--- src/hdl/wsd_pkg.sv ---
// Shared types and constants of the window steady-state detector.
// No dependencies; used by every module of the block.
`default_nettype none

package wsd_pkg;

  // Default sizes handed to the top-level parameters
  localparam int WINDOW_MAX_DEF  = 32;
  localparam int SAMPLE_BITS_DEF = 16;

  // Fixed field widths
  localparam int FIELD_W    = 16;
  localparam int WL_W       = 6;
  localparam int AMP_W      = 8;
  localparam int STEP_W     = 16;
  localparam int THR_W      = AMP_W + STEP_W;
  localparam int CFG_IDX_W  = 2;
  localparam int CFG_DATA_W = 16;

  // Register indexes on the configuration port
  localparam logic [CFG_IDX_W-1:0] CFG_WINDOW_LENGTH = 2'd0;
  localparam logic [CFG_IDX_W-1:0] CFG_OSC_AMP       = 2'd1;
  localparam logic [CFG_IDX_W-1:0] CFG_STEP_SIZE     = 2'd2;

  // Register reset values
  localparam logic [WL_W-1:0]   WL_RESET   = 6'd8;
  localparam logic [AMP_W-1:0]  AMP_RESET  = 8'd3;
  localparam logic [STEP_W-1:0] STEP_RESET = 16'd256;

  // Item codes
  localparam logic MODE_ADD   = 1'b0;
  localparam logic MODE_CLEAR = 1'b1;

  // Per-cycle command shared by all cells of the row
  typedef struct packed {
    logic shift;   // take the neighbor below (insert a new sample)
    logic rot;     // take the neighbor above (scan rotation)
  } wsd_cell_ctrl_t;

  typedef enum logic [5:0] {
    ST_IDLE = 6'b000001,
    ST_SCAN = 6'b000010,
    ST_PROD = 6'b000100,
    ST_THRL = 6'b001000,
    ST_FLAG = 6'b010000,
    ST_WAIT = 6'b100000
  } wsd_state_e;

endpackage

`default_nettype wire

--- src/hdl/wsd_cell.sv ---
// One sample cell of the window row: shifts up on insert, rotates down on scan.
// Depends on wsd_pkg for the cell command struct.
`default_nettype none

module wsd_cell
  import wsd_pkg::*;
#(
  parameter int SAMPLE_BITS = SAMPLE_BITS_DEF
) (
  input  wire                   clk_i,
  input  wsd_cell_ctrl_t        ctrl_i,
  input  wire [SAMPLE_BITS-1:0] up_i,
  input  wire [SAMPLE_BITS-1:0] dn_i,
  output logic [SAMPLE_BITS-1:0] val_o
);

  logic [SAMPLE_BITS-1:0] val_q;

  always_ff @(posedge clk_i) begin
    priority if (ctrl_i.shift) begin
      val_q <= up_i;
    end else if (ctrl_i.rot) begin
      val_q <= dn_i;
    end
  end

  assign val_o = val_q;

endmodule

`default_nettype wire

--- src/hdl/wsd_div.sv ---
// Bit-serial restoring divider, one quotient bit per cycle.
// Depends on wsd_pkg for the default operand width.
`default_nettype none

module wsd_div
  import wsd_pkg::*;
#(
  parameter int NUM_W = SAMPLE_BITS_DEF + 6,
  parameter int DEN_W = 6
) (
  input  wire              clk_i,
  input  wire              rst_ni,
  input  wire              start_i,
  input  wire [NUM_W-1:0]  num_i,
  input  wire [DEN_W-1:0]  den_i,
  output logic [NUM_W-1:0] quo_o,
  output logic             done_o
);

  localparam int CNT_W = $clog2(NUM_W + 1);

  logic [NUM_W-1:0] quo_q, quo_d;
  logic [DEN_W-1:0] rem_q, rem_d, den_q;
  logic [CNT_W-1:0] cnt_q;
  logic             busy_q, done_q;
  logic [DEN_W:0]   trial;
  logic             qbit;

  always_comb begin
    trial = {rem_q, quo_q[NUM_W-1]};
    qbit  = (trial >= {1'b0, den_q});
    rem_d = qbit ? DEN_W'(trial - {1'b0, den_q}) : trial[DEN_W-1:0];
    quo_d = {quo_q[NUM_W-2:0], qbit};
  end

  always_ff @(posedge clk_i or negedge rst_ni) begin
    if (!rst_ni) begin
      busy_q <= 1'b0;
      done_q <= 1'b0;
      cnt_q  <= '0;
    end else if (start_i) begin
      busy_q <= 1'b1;
      done_q <= 1'b0;
      cnt_q  <= CNT_W'(NUM_W);
    end else if (busy_q) begin
      cnt_q <= cnt_q - 1'b1;
      if (cnt_q == CNT_W'(1)) begin
        busy_q <= 1'b0;
        done_q <= 1'b1;
      end
    end
  end

  always_ff @(posedge clk_i) begin
    if (start_i) begin
      quo_q <= num_i;
      rem_q <= '0;
      den_q <= den_i;
    end else if (busy_q) begin
      quo_q <= quo_d;
      rem_q <= rem_d;
    end
  end

  assign quo_o  = quo_q;
  assign done_o = done_q;

endmodule

`default_nettype wire

--- src/hdl/window_steady_state_detector.sv ---
// Top level: sample cell row, scan accumulator, spread test and mean divider.
// Depends on wsd_pkg, wsd_cell and wsd_div.
//
//  channel | valid       | ready       | payload
//  --------+-------------+-------------+----------------------------------------
//  in      | in_valid_i  | in_ready_o  | mode_i, sample_i
//  out     | out_valid_o | out_ready_i | steady_o, window_mean_o, window_full_o
//  cfg     | cfg_valid_i | cfg_ready_o | cfg_index_i, cfg_data_i
//
// From one input beat to the next an item runs through these steps in order: one
// full rotation of the cell row feeds the accumulator, then the bit-serial divider
// forms the mean while the spread test runs beside it. The result shows in the
// same cycle as the block becomes ready to take the next beat.
// Reset empties the window and loads register defaults; the sample cells are not
// reset. A new beat is taken while a result still waits on the output register;
// the result of that beat then waits until the output register is free. Config
// beats are taken only while idle and win over an input beat in the same cycle.
`default_nettype none

module window_steady_state_detector
  import wsd_pkg::*;
#(
  parameter int WINDOW_MAX  = WINDOW_MAX_DEF,
  parameter int SAMPLE_BITS = SAMPLE_BITS_DEF
) (
  input  wire                   clk_i,
  input  wire                   rst_ni,
  input  wire                   in_valid_i,
  output logic                  in_ready_o,
  input  wire                   mode_i,
  input  wire [FIELD_W-1:0]     sample_i,
  output logic                  out_valid_o,
  input  wire                   out_ready_i,
  output logic                  steady_o,
  output logic [FIELD_W-1:0]    window_mean_o,
  output logic                  window_full_o,
  input  wire                   cfg_valid_i,
  output logic                  cfg_ready_o,
  input  wire [CFG_IDX_W-1:0]   cfg_index_i,
  input  wire [CFG_DATA_W-1:0]  cfg_data_i
);

  localparam int NW    = $clog2(WINDOW_MAX + 1);       // fill count / length
  localparam int KW    = $clog2(WINDOW_MAX);           // scan index
  localparam int LW    = (NW > WL_W) ? NW : WL_W;
  localparam int SUMW  = SAMPLE_BITS + NW;
  localparam int THRLW = THR_W + NW;
  localparam int CW    = (SUMW > THRLW) ? SUMW : THRLW;
  localparam int MW    = (SUMW > FIELD_W) ? SUMW : FIELD_W;

  // Registers
  logic [WL_W-1:0]   wl_q;
  logic [AMP_W-1:0]  amp_q;
  logic [STEP_W-1:0] step_q;
  logic [NW-1:0]     fill_q;
  wsd_state_e        state_q;
  logic [KW-1:0]     k_q;
  logic [SUMW-1:0]   sum_q;
  logic [SAMPLE_BITS-1:0] mx_q, mn_q;
  logic [THR_W-1:0]  thr_q;
  logic [SUMW-1:0]   mxn_q, mnn_q;
  logic [THRLW-1:0]  thrl_q;
  logic              full_q, flag_q;
  logic              out_valid_q, steady_q, full_out_q;
  logic [FIELD_W-1:0] mean_q;

  // Effective window length: zero reads as one, saturates at WINDOW_MAX
  logic [LW-1:0] wl_x, len_x;
  logic [NW-1:0] len;

  always_comb begin
    wl_x = LW'(wl_q);
    priority if (wl_q == '0) begin
      len_x = LW'(1);
    end else if (wl_x > LW'(WINDOW_MAX)) begin
      len_x = LW'(WINDOW_MAX);
    end else begin
      len_x = wl_x;
    end
    len = NW'(len_x);
  end

  logic in_fire, cfg_fire, out_free, out_load;
  assign in_ready_o  = (state_q == ST_IDLE) & ~cfg_valid_i;
  assign in_fire     = in_valid_i & in_ready_o;
  assign cfg_ready_o = (state_q == ST_IDLE);
  assign cfg_fire    = cfg_valid_i & cfg_ready_o;
  assign out_free    = ~out_valid_q | out_ready_i;

  // Cell row: cell 0 holds the newest sample
  wsd_cell_ctrl_t         cell_ctrl;
  wire [SAMPLE_BITS-1:0]  cell_val [WINDOW_MAX];

  always_comb begin
    cell_ctrl.shift = in_fire & (mode_i == MODE_ADD);
    cell_ctrl.rot   = (state_q == ST_SCAN);
  end

  for (genvar i = 0; i < WINDOW_MAX; i++) begin : g_cell
    logic [SAMPLE_BITS-1:0] up, dn;
    if (i == 0) begin : g_head
      assign up = SAMPLE_BITS'(sample_i);
    end else begin : g_body
      assign up = cell_val[i-1];
    end
    if (i == WINDOW_MAX - 1) begin : g_tail
      assign dn = cell_val[0];
    end else begin : g_mid
      assign dn = cell_val[i+1];
    end
    wsd_cell #(
      .SAMPLE_BITS(SAMPLE_BITS)
    ) u_cell (
      .clk_i (clk_i),
      .ctrl_i(cell_ctrl),
      .up_i  (up),
      .dn_i  (dn),
      .val_o (cell_val[i])
    );
  end

  // Mean divider
  logic            div_start, div_done;
  logic [SUMW-1:0] div_quo;
  assign div_start = (state_q == ST_PROD);

  wsd_div #(
    .NUM_W(SUMW),
    .DEN_W(NW)
  ) u_div (
    .clk_i  (clk_i),
    .rst_ni (rst_ni),
    .start_i(div_start),
    .num_i  (sum_q),
    .den_i  (fill_q),
    .quo_o  (div_quo),
    .done_o (div_done)
  );

  assign out_load = (state_q == ST_WAIT) & div_done & out_free;

  // Spread test and mean clamp
  logic [CW-1:0]      upper, lower;
  logic [MW-1:0]      quo_x;
  logic [FIELD_W-1:0] mean_val;
  logic [SAMPLE_BITS-1:0] head;
  logic               head_valid;

  always_comb begin
    upper      = CW'(mxn_q) - CW'(sum_q);
    lower      = CW'(sum_q) - CW'(mnn_q);
    quo_x      = MW'(div_quo);
    mean_val   = (quo_x > MW'(16'hFFFF)) ? 16'hFFFF : quo_x[FIELD_W-1:0];
    head       = cell_val[0];
    head_valid = (NW'(k_q) < fill_q);
  end

  // Control
  always_ff @(posedge clk_i or negedge rst_ni) begin
    if (!rst_ni) begin
      wl_q        <= WL_RESET;
      amp_q       <= AMP_RESET;
      step_q      <= STEP_RESET;
      fill_q      <= '0;
      state_q     <= ST_IDLE;
      k_q         <= '0;
      out_valid_q <= 1'b0;
    end else begin
      priority if (out_load) begin
        out_valid_q <= 1'b1;
      end else if (out_ready_i) begin
        out_valid_q <= 1'b0;
      end
      if (cfg_fire) begin
        unique case (cfg_index_i)
          CFG_WINDOW_LENGTH: begin
            wl_q   <= cfg_data_i[WL_W-1:0];
            fill_q <= '0;
          end
          CFG_OSC_AMP:   amp_q  <= cfg_data_i[AMP_W-1:0];
          CFG_STEP_SIZE: step_q <= cfg_data_i[STEP_W-1:0];
          default: ;
        endcase
      end
      unique case (state_q)
        ST_IDLE: begin
          if (in_fire) begin
            if (mode_i == MODE_CLEAR) begin
              fill_q <= '0;
            end else if (fill_q < len) begin
              fill_q <= fill_q + 1'b1;
            end
            k_q     <= '0;
            state_q <= ST_SCAN;
          end
        end
        ST_SCAN: begin
          k_q <= k_q + 1'b1;
          if (k_q == KW'(WINDOW_MAX - 1)) begin
            state_q <= ST_PROD;
          end
        end
        ST_PROD: state_q <= ST_THRL;
        ST_THRL: state_q <= ST_FLAG;
        ST_FLAG: state_q <= ST_WAIT;
        ST_WAIT: begin
          if (out_load) begin
            state_q <= ST_IDLE;
          end
        end
        default: state_q <= ST_IDLE;
      endcase
    end
  end

  // Datapath
  always_ff @(posedge clk_i) begin
    if (in_fire) begin
      sum_q <= '0;
      mx_q  <= '0;
      mn_q  <= '1;
    end else if ((state_q == ST_SCAN) && head_valid) begin
      sum_q <= sum_q + SUMW'(head);
      if (head > mx_q) begin
        mx_q <= head;
      end
      if (head < mn_q) begin
        mn_q <= head;
      end
    end
    if (state_q == ST_PROD) begin
      thr_q  <= THR_W'(amp_q) * THR_W'(step_q);
      mxn_q  <= SUMW'(mx_q) * SUMW'(fill_q);
      mnn_q  <= SUMW'(mn_q) * SUMW'(fill_q);
      full_q <= (fill_q != '0) && (fill_q >= len);
    end
    if (state_q == ST_THRL) begin
      thrl_q <= THRLW'(thr_q) * THRLW'(fill_q);
    end
    if (state_q == ST_FLAG) begin
      flag_q <= full_q && (upper < CW'(thrl_q)) && (lower < CW'(thrl_q));
    end
    if (out_load) begin
      steady_q   <= flag_q;
      full_out_q <= full_q;
      mean_q     <= (fill_q == '0) ? '0 : mean_val;
    end
  end

  assign out_valid_o   = out_valid_q;
  assign steady_o      = steady_q;
  assign window_mean_o = mean_q;
  assign window_full_o = full_out_q;

endmodule

`default_nettype wire
--- config.mk ---
export PLATFORM = sky130hd
export DESIGN_NAME = window_steady_state_detector
export DESIGN_NICKNAME = d
export VERILOG_FILES = /design/src/hdl/wsd_pkg.sv /design/src/hdl/wsd_cell.sv /design/src/hdl/wsd_div.sv /design/src/hdl/window_steady_state_detector.sv
export SDC_FILE = /design/constraint.sdc
export NUM_CORES = 2
export LEC_CHECK = 0
export BUFFER_PORTS_ARGS = -buffer_cell sky130_fd_sc_hd__buf_2
export CORE_MARGIN = 10
export CORE_UTILIZATION = 55
export DETAILED_ROUTE_END_ITERATION = 7
export GPL_ROUTABILITY_DRIVEN = 0
export HOLD_SLACK_MARGIN = 0.08
export PLACE_DENSITY_LB_ADDON = 0.08
export RECOVER_POWER = 100
export SLEW_MARGIN = 0
export SYNTH_ARGS = -nofsm -noshare
export SYNTH_HDL_FRONTEND = slang
export SYNTH_HIERARCHICAL = 1
export SYNTH_SLANG_ARGS = --single-unit
--- constraint.sdc ---
create_clock -name clk_i -period 9 [get_ports clk_i]
set_input_delay 0.9 -clock clk_i [delete_from_list [all_inputs] [get_ports clk_i]]
set_output_delay 0.9 -clock clk_i [all_outputs]
set_load 0.005 [all_outputs]
==> impl_metrics.toml <==
[global_route]
grt_pass1_vias = 31200
grt_usage_pct = 21.2
grt_pass1_wl_mm = 181
grt_overflow_total = 0
antenna_found_initial = 11
grt_max_degree = 91

[sta]
finalCritPeriodShare_pct = 78.5
hold_violations = 0
min_period_ns = 7.06
fmax_mhz = 142
slew_viol_final = 637
rsz0062_at_grt = "no"
slew_headroom_pct = -141
tightest_slew_ns = 3.62
tns_ns = 0
fin_skew_ns = 0.0338
setup_viol = 0

[cells_and_area]
final_util_pct = 58.1
nets = 4950
final-instance-count-excl-fill = 5643
drive_above_1_share_pct = 11.7
area_growth_syn_to_layout_pct = 5.00

[floorplan]
core_um2 = 94700
io_pins = 61
start_util_pct = 55.3
fp.dieH_um = 329
row_count = 113
fp.dieArea_um2 = 108000
dieWidth_um = 329

[hold_path]
hold_path_class = "reg -> reg"

[route]
via_per_inst = 5.56
via_count = 31400
drc_errors = 0
dr.pass1.iters = 6
drt_iter0_drc = 2566
wl_per_cell_um = 20.4
antenna_left = 0
wl_mm = 115

[yosys]
netlist-cell-type-count = 89
synthCells = 4266
mappedNetlistArea_um2 = 52400
synth-edff-count = 658
ys_ff_latch = 773
yosys_most_used_dff = "edfxtp_1"
yosys_warnings = 6
syn-num-nets = 4911
synth_area_per_cell_um2 = 12.3
synth_top_cell_by_area = "edfxtp_1"
synthTopCellsByCount = "edfxtp_1, inv_1, nand2_1"
synth-seq-area-share_pct = 42.6
synth.most_common_cell = "edfxtp_1"
yosysTopAreaCellShare_pct = 37.7
synth_area_leaders = "edfxtp_1, fa_1, mux2_4, ha_1, mux2_2"
async_flop_share_pct = 7.12

[worst_setup_path]
crit_arrival_ns = 7.33
crit_type = "reg -> reg"
crit_path_end_kind = "flop"
critPathMaxFanout = 48
startpoint_type = "flop"
required_ns = 9.27

[place]
hpwl_mm = 82.0
dp_cells = 5481
io_buffers = 60

[cts]
root_buffer = "clkbuf_16"
hold_buffers = 0
cts_resized = 0
cts_tree = "built"
cts_buffers = 87
post_cts_buffers = 0
cts.sinks = 773
clkTransAtPathRegs_ns = 0.06
clk_latency_ns = 0.69
ctsLongestPathBuffers = 3
htreeDepth = 3

[power_and_ir_drop]
vdd_drop_max_uv = 503
power_density_nw_per_um2 = 363
total_leakage_power_nw = 22.3

[flow_run]
drv_cap = 23

[run_status]
violations = "max-capacitance violations, max-slew violations"
status = "complete, but fails checks"
[critical path, cell delays in order (launching register included)]
cell and delay [ns]:
dfrtp_1 0.47, nor4_1 0.49, nand3b_1 0.38, inv_1 0.49
nand3b_1 0.12, clkbuf_1 0.54, nor2_1 2.12, buf_4 0.75
or2_0 1.27
[layout by cell type, fill, tap and decap left out, types with 23 or more instances in the layout]
cell	netlist	routed
a211oi_1	29	29
a21o_1	63	63
a21oi_1	142	143
and2_1	226	214
buf_2	8	43
buf_4	0	27
clkbuf_1	66	50
clkbuf_16	0	89
dfrtp_1	50	48
dfxtp_1	60	60
edfxtp_1	658	658
fa_1	291	291
ha_1	314	314
inv_1	500	501
mux2_1	0	276
mux2_2	277	277
mux2i_1	23	23
nand2_1	317	317
nand2b_1	30	30
nand3_1	51	51
nor2_1	204	204
nor3_1	43	44
o21a_1	42	42
o21ai_0	97	97
or2_0	0	33
xnor2_1	85	85
xor2_1	31	31
[sequential cells by signal, indices dropped and copies added, names as in the netlist, 22 cells and up]
name,cells
g_cell.u_cell/val_o,512
mnn_q,22
mxn_q,22
sum_q,22
thr_q,24
thrl_q,30
u_div/quo_o,22
[cell type report]
class                           instances  area (µm²)
Inverter                              503        1890
Antenna cell                            2        5.00
Clock inverter                         46         494
Clock buffer                          114        2340
Tap cell                             1265        1580
Timing Repair Buffer                  101         584
Sequential cell                       773       22300
Multi-Input combinational cell       2839       25800
Fill cell                            8084       39700
[metal layers]
layer,vias to the layer above,GRT usage [%],routed length (µm)
li1,14900,-,-
met1,15600,31.9,55800
met2,699,31.3,49400
met3,178,3.76,7020
met4,10,5.72,2660
met5,-,0,58
[final timing paths]
kind                       startpoint                    endpoint  slack (ns)  cells past startpoint
max in group asynchronous      rst_ni                   fill_q[2]        5.13                      2
min in group asynchronous      rst_ni                  step_q[15]        1.55                      2
setup / recovery           state_q[3]  g_cell[3].u_cell/val_o[10]        1.94                      8
setup reg to reg           state_q[3]  g_cell[3].u_cell/val_o[10]        1.94                      8
hold / removal                 flag_q                    steady_o        0.43                      0
hold reg to reg                flag_q                    steady_o        0.43                      0
[power by group]
| group | leakage (nW) | switching (mW) | internal (mW) |
|---|---|---|---|
| Combinational | 13.7 | 5.60 | 4.45 |
| Clock | 1.38 | 1.51 | 2.03 |
| Sequential | 7.16 | 0.907 | 5.47 |
[stage by stage]
stage | worst slack, ns | cell area (µm²) | hold WS, ns | power (mW)
4_1_cts | 3.37 | 56100 | 0.404 | 20.5
2_1_floorplan | 0.542 | 52400 | 0.400 | 14.5
6_report | 1.94 | 55000 | 0.426 | 20.0
3_5_place_dp | 3.42 | 53300 | 0.419 | 16.9
5_1_grt | 1.56 | 55000 | 0.427 | 21.8
3_3_place_gp | 3.48 | 53300 | 0.408 | 16.7
[kinds of logic (layout without fill, tap and decap cells)]
logic type                 count (synthesis)  after routing  synth area share, %
other                                      0              2                    0
and+or+nand+nor                         1026           1026                 9.67
DFF                                      773            773                 42.6
AOI/OAI and AO/OA                        504            504                 6.32
muxes                                    588            588                 14.6
buffers and inverters                    654            764                 6.16
xor gates and xnor gates                 116            116                 1.94
adders and majority gates                605            605                 18.6
No activity file was read; power rests on OpenSTA's default activity.
